File: src/cimh_pkg.sv
// Package for the case-insensitive MurmurHash64A unit: constants, the controller
// state type, command and status structures, and the byte case-folding function.
// Depends on nothing; every other file of the block refers to it by scoped names.
package cimh_pkg;

    // Hash arithmetic constants.
    localparam logic [63:0] MUL_CONST = 64'hc6a4a7935bd1e995;
    localparam int unsigned SHIFT_AMT = 47;

    // Default for the longest name the unit will honour.
    localparam int unsigned MAX_NAME_LEN_DEF = 255;

    // Field widths of one transfer.
    localparam int unsigned WORD_W = 64;
    localparam int unsigned LEN_W  = 8;

    // Operand chosen for the shared multiplier.
    typedef enum logic [2:0] {
        OP_LEN,
        OP_WORD,
        OP_KMIX,
        OP_HXK,
        OP_TAIL,
        OP_FMIX
    } mul_sel_t;

    // Controller states.
    typedef enum logic [3:0] {
        ST_IDLE,
        ST_INIT,
        ST_BODY,
        ST_KMUL,
        ST_KMIX,
        ST_HMUL,
        ST_TAIL,
        ST_FMIX,
        ST_OUT
    } state_t;

    // Commands from the controller to the datapath.
    typedef struct packed {
        logic     load;
        logic     mul_start;
        mul_sel_t mul_sel;
        logic     wr_k;
        logic     wr_h;
        logic     bytes_sub8;
        logic     bytes_clear;
        logic     out_load;
    } cmd_t;

    // Status from the datapath to the controller.
    typedef struct packed {
        logic mul_busy;
        logic mul_done;
        logic bytes_zero;
        logic bytes_ge8;
        logic bytes_eq8;
        logic out_free;
    } status_t;

    // Fold ASCII 'A'..'Z' to lower case in each of the eight bytes.
    function automatic logic [63:0] fold_lower(input logic [63:0] w);
        logic [63:0] r;
        logic [7:0]  b;
        r = '0;
        for (int i = 0; i < 8; i++)
        begin
            b = w[8*i +: 8];
            if (b >= 8'h41 && b <= 8'h5A)
            begin
                b = b + 8'h20;
            end
            r[8*i +: 8] = b;
        end
        return r;
    endfunction

endpackage

File: src/cimh_mul.sv
// Shared 64-bit by constant multiplier, low 64 bits of the product only.
// Depends on cimh_pkg for the multiplier constant; one 32x32 product per cycle.
module cimh_mul (
    input  logic        clk,
    input  logic        rst_n,
    input  logic        start,
    input  logic [63:0] operand,
    output logic        busy,
    output logic        done,
    output logic [63:0] product
);

    // Partial product order: low by low, low by high, high by low.
    localparam logic [1:0] STEP_LL = 2'd0;
    localparam logic [1:0] STEP_LH = 2'd1;
    localparam logic [1:0] STEP_HL = 2'd2;

    localparam logic [31:0] M_LO = cimh_pkg::MUL_CONST[31:0];
    localparam logic [31:0] M_HI = cimh_pkg::MUL_CONST[63:32];

    logic [63:0] a_reg;
    logic [63:0] acc_reg;
    logic [63:0] acc_next;
    logic [1:0]  step_reg;
    logic        busy_reg;
    logic        done_reg;
    logic [31:0] a_half;
    logic [31:0] m_half;
    logic [63:0] part;

    // Pick the halves for this step and form one partial product.
    always_comb
    begin
        a_half = (step_reg == STEP_HL) ? a_reg[63:32] : a_reg[31:0];
        m_half = (step_reg == STEP_LH) ? M_HI : M_LO;
        part   = {32'b0, a_half} * {32'b0, m_half};
        if (step_reg == STEP_LL)
        begin
            acc_next = part;
        end
        else
        begin
            acc_next = acc_reg + {part[31:0], 32'b0};
        end
    end

    // Operand and accumulator need no reset.
    always_ff @(posedge clk)
    begin
        if (start && !busy_reg)
        begin
            a_reg <= operand;
        end
        if (busy_reg)
        begin
            acc_reg <= acc_next;
        end
    end

    // Step sequencing.
    always_ff @(posedge clk or negedge rst_n)
    begin
        if (!rst_n)
        begin
            step_reg <= STEP_LL;
            busy_reg <= 1'b0;
            done_reg <= 1'b0;
        end
        else
        begin
            done_reg <= 1'b0;
            if (busy_reg)
            begin
                if (step_reg == STEP_HL)
                begin
                    busy_reg <= 1'b0;
                    done_reg <= 1'b1;
                    step_reg <= STEP_LL;
                end
                else
                begin
                    step_reg <= step_reg + 2'd1;
                end
            end
            else if (start)
            begin
                busy_reg <= 1'b1;
                step_reg <= STEP_LL;
            end
        end
    end

    assign busy    = busy_reg;
    assign done    = done_reg;
    assign product = acc_reg;

endmodule

File: src/cimh_datapath.sv
// Datapath of the hash unit: word, key, hash and length registers, operand
// selection, the output register and the shared multiplier. Depends on cimh_pkg.
module cimh_datapath #(
    parameter int unsigned MAX_NAME_LEN = cimh_pkg::MAX_NAME_LEN_DEF
) (
    input  logic                 clk,
    input  logic                 rst_n,
    input  cimh_pkg::cmd_t       cmd,
    output cimh_pkg::status_t    status,
    input  logic [63:0]          in_word,
    input  logic [7:0]           in_length,
    input  logic                 in_first,
    input  logic                 out_ready,
    output logic                 out_valid,
    output logic [63:0]          out_hash
);

    logic [63:0] word_reg;
    logic [63:0] k_reg;
    logic [63:0] h_reg;
    logic [7:0]  bytes_left_reg;
    logic [63:0] hash_out_reg;
    logic        out_valid_reg;

    logic [7:0]  len_clamped;
    logic [63:0] tail_mask;
    logic [63:0] mul_operand;
    logic        mul_busy;
    logic        mul_done;
    logic [63:0] mul_product;

    // Clamp the length to the longest name allowed.
    always_comb
    begin
        if (32'(in_length) > MAX_NAME_LEN)
        begin
            len_clamped = 8'(MAX_NAME_LEN);
        end
        else
        begin
            len_clamped = in_length;
        end
    end

    // Keep only the bytes of a partial final word that belong to the name.
    always_comb
    begin
        for (int i = 0; i < 8; i++)
        begin
            tail_mask[8*i +: 8] = (3'(i) < bytes_left_reg[2:0]) ? 8'hFF : 8'h00;
        end
    end

    // Multiplier operand selection.
    always_comb
    begin
        case (cmd.mul_sel)
            cimh_pkg::OP_LEN:  mul_operand = {56'b0, bytes_left_reg};
            cimh_pkg::OP_WORD: mul_operand = word_reg;
            cimh_pkg::OP_KMIX: mul_operand = k_reg ^ (k_reg >> cimh_pkg::SHIFT_AMT);
            cimh_pkg::OP_HXK:  mul_operand = h_reg ^ k_reg;
            cimh_pkg::OP_TAIL: mul_operand = h_reg ^ (word_reg & tail_mask);
            cimh_pkg::OP_FMIX: mul_operand = h_reg ^ (h_reg >> cimh_pkg::SHIFT_AMT);
            default:           mul_operand = word_reg;
        endcase
    end

    cimh_mul u_mul (
        .clk     (clk),
        .rst_n   (rst_n),
        .start   (cmd.mul_start),
        .operand (mul_operand),
        .busy    (mul_busy),
        .done    (mul_done),
        .product (mul_product)
    );

    // Payload registers: folded word, key, hash and the result.
    always_ff @(posedge clk)
    begin
        if (cmd.load)
        begin
            word_reg <= cimh_pkg::fold_lower(in_word);
        end
        if (cmd.wr_k)
        begin
            k_reg <= mul_product;
        end
        if (cmd.wr_h)
        begin
            h_reg <= mul_product;
        end
        if (cmd.out_load)
        begin
            hash_out_reg <= h_reg ^ (h_reg >> cimh_pkg::SHIFT_AMT);
        end
    end

    // Name bytes still to come, and the output valid flag.
    always_ff @(posedge clk or negedge rst_n)
    begin
        if (!rst_n)
        begin
            bytes_left_reg <= 8'd0;
            out_valid_reg  <= 1'b0;
        end
        else
        begin
            if (cmd.load && in_first)
            begin
                bytes_left_reg <= len_clamped;
            end
            else if (cmd.bytes_sub8)
            begin
                bytes_left_reg <= bytes_left_reg - 8'd8;
            end
            else if (cmd.bytes_clear)
            begin
                bytes_left_reg <= 8'd0;
            end

            if (cmd.out_load)
            begin
                out_valid_reg <= 1'b1;
            end
            else if (out_ready)
            begin
                out_valid_reg <= 1'b0;
            end
        end
    end

    // Status for the controller.
    always_comb
    begin
        status.mul_busy   = mul_busy;
        status.mul_done   = mul_done;
        status.bytes_zero = (bytes_left_reg == 8'd0);
        status.bytes_ge8  = (bytes_left_reg >= 8'd8);
        status.bytes_eq8  = (bytes_left_reg == 8'd8);
        status.out_free   = !out_valid_reg || out_ready;
    end

    assign out_valid = out_valid_reg;
    assign out_hash  = hash_out_reg;

endmodule

File: src/cimh_ctrl.sv
// Controller of the hash unit: sequences the multiplications of each word,
// the tail and the final mix. Depends on cimh_pkg for its state and command types.
module cimh_ctrl (
    input  logic                 clk,
    input  logic                 rst_n,
    input  logic                 in_valid,
    input  logic                 in_first,
    output logic                 in_ready,
    input  cimh_pkg::status_t    status,
    output cimh_pkg::cmd_t       cmd
);

    cimh_pkg::state_t state_reg;
    cimh_pkg::state_t state_next;
    logic             mul_issue;

    // Start the multiplier once on entering a multiply state.
    assign mul_issue = !status.mul_busy && !status.mul_done;

    // State register.
    always_ff @(posedge clk or negedge rst_n)
    begin
        if (!rst_n)
        begin
            state_reg <= cimh_pkg::ST_IDLE;
        end
        else
        begin
            state_reg <= state_next;
        end
    end

    // Next state and commands.
    always_comb
    begin
        state_next      = state_reg;
        in_ready        = 1'b0;
        cmd             = '0;
        cmd.mul_sel     = cimh_pkg::OP_LEN;
        case (state_reg)
            cimh_pkg::ST_IDLE:
            begin
                in_ready = 1'b1;
                if (in_valid)
                begin
                    cmd.load = 1'b1;
                    if (in_first)
                    begin
                        state_next = cimh_pkg::ST_INIT;
                    end
                    else if (!status.bytes_zero)
                    begin
                        state_next = cimh_pkg::ST_BODY;
                    end
                end
            end
            cimh_pkg::ST_INIT:
            begin
                cmd.mul_sel   = cimh_pkg::OP_LEN;
                cmd.mul_start = mul_issue;
                if (status.mul_done)
                begin
                    cmd.wr_h   = 1'b1;
                    state_next = status.bytes_zero ? cimh_pkg::ST_FMIX : cimh_pkg::ST_BODY;
                end
            end
            cimh_pkg::ST_BODY:
            begin
                state_next = status.bytes_ge8 ? cimh_pkg::ST_KMUL : cimh_pkg::ST_TAIL;
            end
            cimh_pkg::ST_KMUL:
            begin
                cmd.mul_sel   = cimh_pkg::OP_WORD;
                cmd.mul_start = mul_issue;
                if (status.mul_done)
                begin
                    cmd.wr_k   = 1'b1;
                    state_next = cimh_pkg::ST_KMIX;
                end
            end
            cimh_pkg::ST_KMIX:
            begin
                cmd.mul_sel   = cimh_pkg::OP_KMIX;
                cmd.mul_start = mul_issue;
                if (status.mul_done)
                begin
                    cmd.wr_k   = 1'b1;
                    state_next = cimh_pkg::ST_HMUL;
                end
            end
            cimh_pkg::ST_HMUL:
            begin
                cmd.mul_sel   = cimh_pkg::OP_HXK;
                cmd.mul_start = mul_issue;
                if (status.mul_done)
                begin
                    cmd.wr_h       = 1'b1;
                    cmd.bytes_sub8 = 1'b1;
                    state_next     = status.bytes_eq8 ? cimh_pkg::ST_FMIX : cimh_pkg::ST_IDLE;
                end
            end
            cimh_pkg::ST_TAIL:
            begin
                cmd.mul_sel   = cimh_pkg::OP_TAIL;
                cmd.mul_start = mul_issue;
                if (status.mul_done)
                begin
                    cmd.wr_h        = 1'b1;
                    cmd.bytes_clear = 1'b1;
                    state_next      = cimh_pkg::ST_FMIX;
                end
            end
            cimh_pkg::ST_FMIX:
            begin
                cmd.mul_sel   = cimh_pkg::OP_FMIX;
                cmd.mul_start = mul_issue;
                if (status.mul_done)
                begin
                    cmd.wr_h   = 1'b1;
                    state_next = cimh_pkg::ST_OUT;
                end
            end
            cimh_pkg::ST_OUT:
            begin
                if (status.out_free)
                begin
                    cmd.out_load = 1'b1;
                    state_next   = cimh_pkg::ST_IDLE;
                end
            end
            default:
            begin
                state_next = cimh_pkg::ST_IDLE;
            end
        endcase
    end

endmodule

File: src/case_insensitive_murmur64a_hash_unit.sv
// Top level of the case-insensitive MurmurHash64A unit (seed 0).
// Depends on cimh_pkg, cimh_ctrl and cimh_datapath (which holds cimh_mul).
//
// Usage: a name is sent on the slave stream as little-endian 8-byte words; the
// transfer that starts a name has tuser set and carries the total length in
// bytes. Lengths above MAX_NAME_LEN are clamped. The master stream gives one
// 64-bit hash after the transfer that completes a name; an empty name gives one
// hash straight away. A word without tuser while no name is open is dropped.
// Every 64-bit multiplication goes through one shared 32x32 multiplier in three
// steps. A full word runs the key product, the key mix and the hash product; a
// partial final word runs the tail product; the opening word of a name first runs
// the length product, and the final mix and the output load follow the last word.
// Only one word is in work at a time.
// The result sits in an output register, so the next name is taken while the
// hash waits; the unit stalls only when a new hash is due and the old one has
// not been taken. Reset clears the controller, the length count and the output
// valid flag; no hash is pending after reset.
module case_insensitive_murmur64a_hash_unit #(
    parameter int unsigned MAX_NAME_LEN = cimh_pkg::MAX_NAME_LEN_DEF
) (
    input  logic        clk,
    input  logic        rst_n,
    input  logic        s_axis_tvalid,
    output logic        s_axis_tready,
    input  logic [71:0] s_axis_tdata,   // name_word [63:0], name_length [71:64]
    input  logic        s_axis_tuser,   // first_word [0]
    output logic        m_axis_tvalid,
    input  logic        m_axis_tready,
    output logic [63:0] m_axis_tdata    // hash_value [63:0]
);

    cimh_pkg::cmd_t    cmd;
    cimh_pkg::status_t status;

    // Controller.
    cimh_ctrl u_ctrl (
        .clk      (clk),
        .rst_n    (rst_n),
        .in_valid (s_axis_tvalid),
        .in_first (s_axis_tuser),
        .in_ready (s_axis_tready),
        .status   (status),
        .cmd      (cmd)
    );

    // Datapath.
    cimh_datapath #(
        .MAX_NAME_LEN (MAX_NAME_LEN)
    ) u_datapath (
        .clk       (clk),
        .rst_n     (rst_n),
        .cmd       (cmd),
        .status    (status),
        .in_word   (s_axis_tdata[63:0]),
        .in_length (s_axis_tdata[71:64]),
        .in_first  (s_axis_tuser),
        .out_ready (m_axis_tready),
        .out_valid (m_axis_tvalid),
        .out_hash  (m_axis_tdata)
    );

endmodule
File: config.mk
export PLATFORM = sky130hd
export DESIGN_NAME = case_insensitive_murmur64a_hash_unit
export DESIGN_NICKNAME = d
export VERILOG_FILES = /design/src/cimh_pkg.sv /design/src/cimh_mul.sv /design/src/cimh_datapath.sv /design/src/cimh_ctrl.sv /design/src/case_insensitive_murmur64a_hash_unit.sv
export SDC_FILE = /design/constraint.sdc
export NUM_CORES = 2
export LEC_CHECK = 0
export BUFFER_PORTS_ARGS = -buffer_cell sky130_fd_sc_hd__buf_4
export CORE_MARGIN = 3
export CORE_UTILIZATION = 25
export DETAILED_ROUTE_END_ITERATION = 16
export GPL_TIMING_DRIVEN = 0
export PLACE_DENSITY = 0.42
export SLEW_MARGIN = 20
export SYNTH_ARGS = -nofsm -noshare
export SYNTH_HDL_FRONTEND = slang
export SYNTH_HIERARCHICAL = 1
export SYNTH_SLANG_ARGS = --single-unit
File: constraint.sdc
create_clock -name clk -period 13.5 [get_ports clk]
set_input_delay 2.7 -clock clk [delete_from_list [all_inputs] [get_ports clk]]
set_output_delay 2.7 -clock clk [all_outputs]
set_load 0.03 [all_outputs]
==> key figures <==
Layout
  – Design area: 0.0490 mm²
  – Filler cells: 18054
  – Area of the multi-input gates: 0.0279 mm²
  – Sequential cell area: 0.0120 mm²
  – Layout Nets: 5313
  – Commonest non-fill, non-tap cell in the layout: inv_1
  – Most frequent cells in the layout: inv_1 (755), fa_1 (607), ha_1 (446)
  – Utilization after layout: 28.5%
  – Area Overhead vs Synth: 13.3%
  – Share of layout cells above drive strength 1: 8.99%

Clocking
  – Clk buf depth: 3
  – Skew-Pair Late Insertion Delay: 0.58 ns
  – CTS hold repair buffers: 0
  – Post-CTS Setup Bufs: 0
  – CTS tree: yes
  – Clk slew on worst S/H paths: 0.07 ns
  – CTS H-Tree Depth: 2
  – CTS Sinks: 401
  – CTS resizes: 0
  – Root buffer cell: clkbuf_16
  – TritonCTS buffer count: 42

Timing
  – Fmax: 80.3 MHz
  – Slew Limit Fails: 0
  – Final period util: 92.3%
  – RSZ-0062 raised after global routing: false
  – Clock Skew: 0.0193 ns
  – Setup-failing EPs final: 0
  – Worst slew margin: 18.1%
  – Minimum hold slack: 0.453 ns
  – Final min period: 12.46 ns
  – Final hold viol count: 0
  – Worst-margin pin slew: 1.19 ns
  – Post-Route Setup TNS: 0 ns

Setup path
  – Slowest CP cell: mux2i_1
  – Worst Reg-to-Reg Cells: 37
  – Crit path capture: u_datapath/u_mul/product[63]
  – Worst Setup End Kind: register
  – CP Launch Point: u_datapath/u_mul/step_reg[0]
  – Crit Path Class: register to register
  – Most used cell, CP: fa_1
  – CP max stage delay: 0.70 ns
  – Worst Path Max Fanout: 10
  – Startpoint types: register
  – Worst EP arrival: 12.75 ns
  – Critical R2R Capture: u_datapath/u_mul/product[63]
  – Origin of the critical flop-to-flop path: u_datapath/u_mul/step_reg[0]
  – Critical Path RT: 13.79 ns
  – Worst R2R Setup Slack: 1.04 ns

Synth
  – Yosys cell types: 111
  – FFs w/ async S/R, synth: 4.24%
  – Synthesized cell area: 0.0433 mm²
  – Synth Flop Type: edfxtp_1
  – Post-synth EDFFs: 384
  – Seq/Total Area, Yosys: 27.6%
  – Seq cells post-synth: 401
  – Synthesis warning total: 6
  – Syn Area/Cell: 10.9 µm²
  – Synthesized instance count: 3980

Global routing
  – Largest net degree at the start of global routing: 50
  – Vias in the first global route: 31705
  – GRT overflow: 0
  – Total Routing Usage GR: 17.7%
  – First-pass GRT wire length: 230000 µm
  – Initial antenna violation count: 8

Detailed routing
  – WL/cell: 24.4 µm
  – Final wirelength: 159000 µm
  – Via count: 30276
  – Count of TritonRoute iterations in the first routing pass: 5
  – Vias per inst: 4.64
  – DRT iter0 DRCs: 2409
  – Drc violations: 0
  – Final ANT Viol Nets: 0

Floorplan
  – Die area: 0.178 mm²
  – Num ports: 143
  – Initial Util: 25.2%
  – Width of the die: 422 µm
  – Core area: 0.172 mm²
  – Row count: 152
  – Die height: 422 µm

Run status
  – Status: finished clean

Min path
  – Hold Crit Class: register to register

Job
  – Maxcap violations: 0

Place
  – HPWL Detailed: 137000 µm
  – Placed cell area: 0.0476 mm²
  – PortBufs: 142
  – Routability-driven placement congestion ratio: 0.898
[logic make-up after synthesis]
group,Yosys count,synth area share (%)
fa+ha+maj,1053,40.9
flops,401,27.6
buf+inv,896,8.01
simple gates,758,8.65
xor+xnor,157,3.19
other cells,2,0.0173
mux,55,1.31
compound gates,658,10.3
[synthesized netlist by cell type (43+ instances only)]
library cell | instances | area (µm²)
a21o_1 | 65 | 488
a21oi_1 | 155 | 776
and2_1 | 50 | 313
buf_2 | 48 | 240
clkbuf_1 | 71 | 267
edfxtp_1 | 384 | 11500
fa_1 | 607 | 12200
ha_1 | 446 | 5580
inv_1 | 755 | 2830
mux2i_1 | 43 | 430
nand2_1 | 227 | 852
nand3_1 | 61 | 305
nor2_1 | 187 | 702
nor3_1 | 48 | 240
o21ai_0 | 132 | 661
xnor2_1 | 74 | 648
xor2_1 | 82 | 718
[per-layer routing]
metal  wire length (µm)  up-vias  track usage (%)
met4               3250        2             3.25
met3               6650      124             1.63
met2              75000      767             29.3
li1                   -    13692                -
met1              74400    15691             25.4
met5                 13        -                0
[critical path: cells and delay by family (launching register included)]
| family | cells | cell delay (ns) |
|---|---|---|
| and+or+nand+nor | 7 | 1.58 |
| muxes | 1 | 0.70 |
| AOI/OAI and AO/OA | 8 | 1.46 |
| DFF | 1 | 0.45 |
| buffers and inverters | 10 | 2.49 |
| xor gates and xnor gates | 1 | 0.63 |
| adders and majority gates | 10 | 4.84 |
[worst min-delay path by stage]
stage	startpoint	end	slack, ns	depth (start not counted)
after floorplan	u_datapath/u_mul/product[0]	u_datapath/h_reg[0]	0.42	0
after CTS	u_datapath/u_mul/product[27]	u_datapath/h_reg[27]	0.45	0
final	u_datapath/u_mul/product[27]	u_datapath/h_reg[27]	0.45	0
after global placement	u_datapath/u_mul/product[27]	u_datapath/k_reg[27]	0.43	0
after detailed placement	u_datapath/u_mul/product[27]	u_datapath/h_reg[27]	0.44	0
after global routing	u_datapath/u_mul/product[27]	u_datapath/k_reg[27]	0.46	0
[layout make-up]
cell class,count,area share (%)
timing repair buffer,156,2.81
clock buffer,46,2.22
sequential,401,24.4
buffer,135,1.25
clock inverter,30,0.640
tap,2310,5.89
antenna,1,0.00510
inverter,761,5.82
multi-input combinational,2686,57.0
[stage by stage]
stage,setup slack [ns],instances
5_1_grt,0.452,6525
3_5_place_dp,1.09,6449
6_report,1.04,6526
4_1_cts,1.04,6525
3_3_place_gp,1.05,6435
2_1_floorplan,3.90,3983
Power is left out: the tool's default activity adds up to more than one toggle a clock period on the data nets, which glitch-free logic cannot reach.
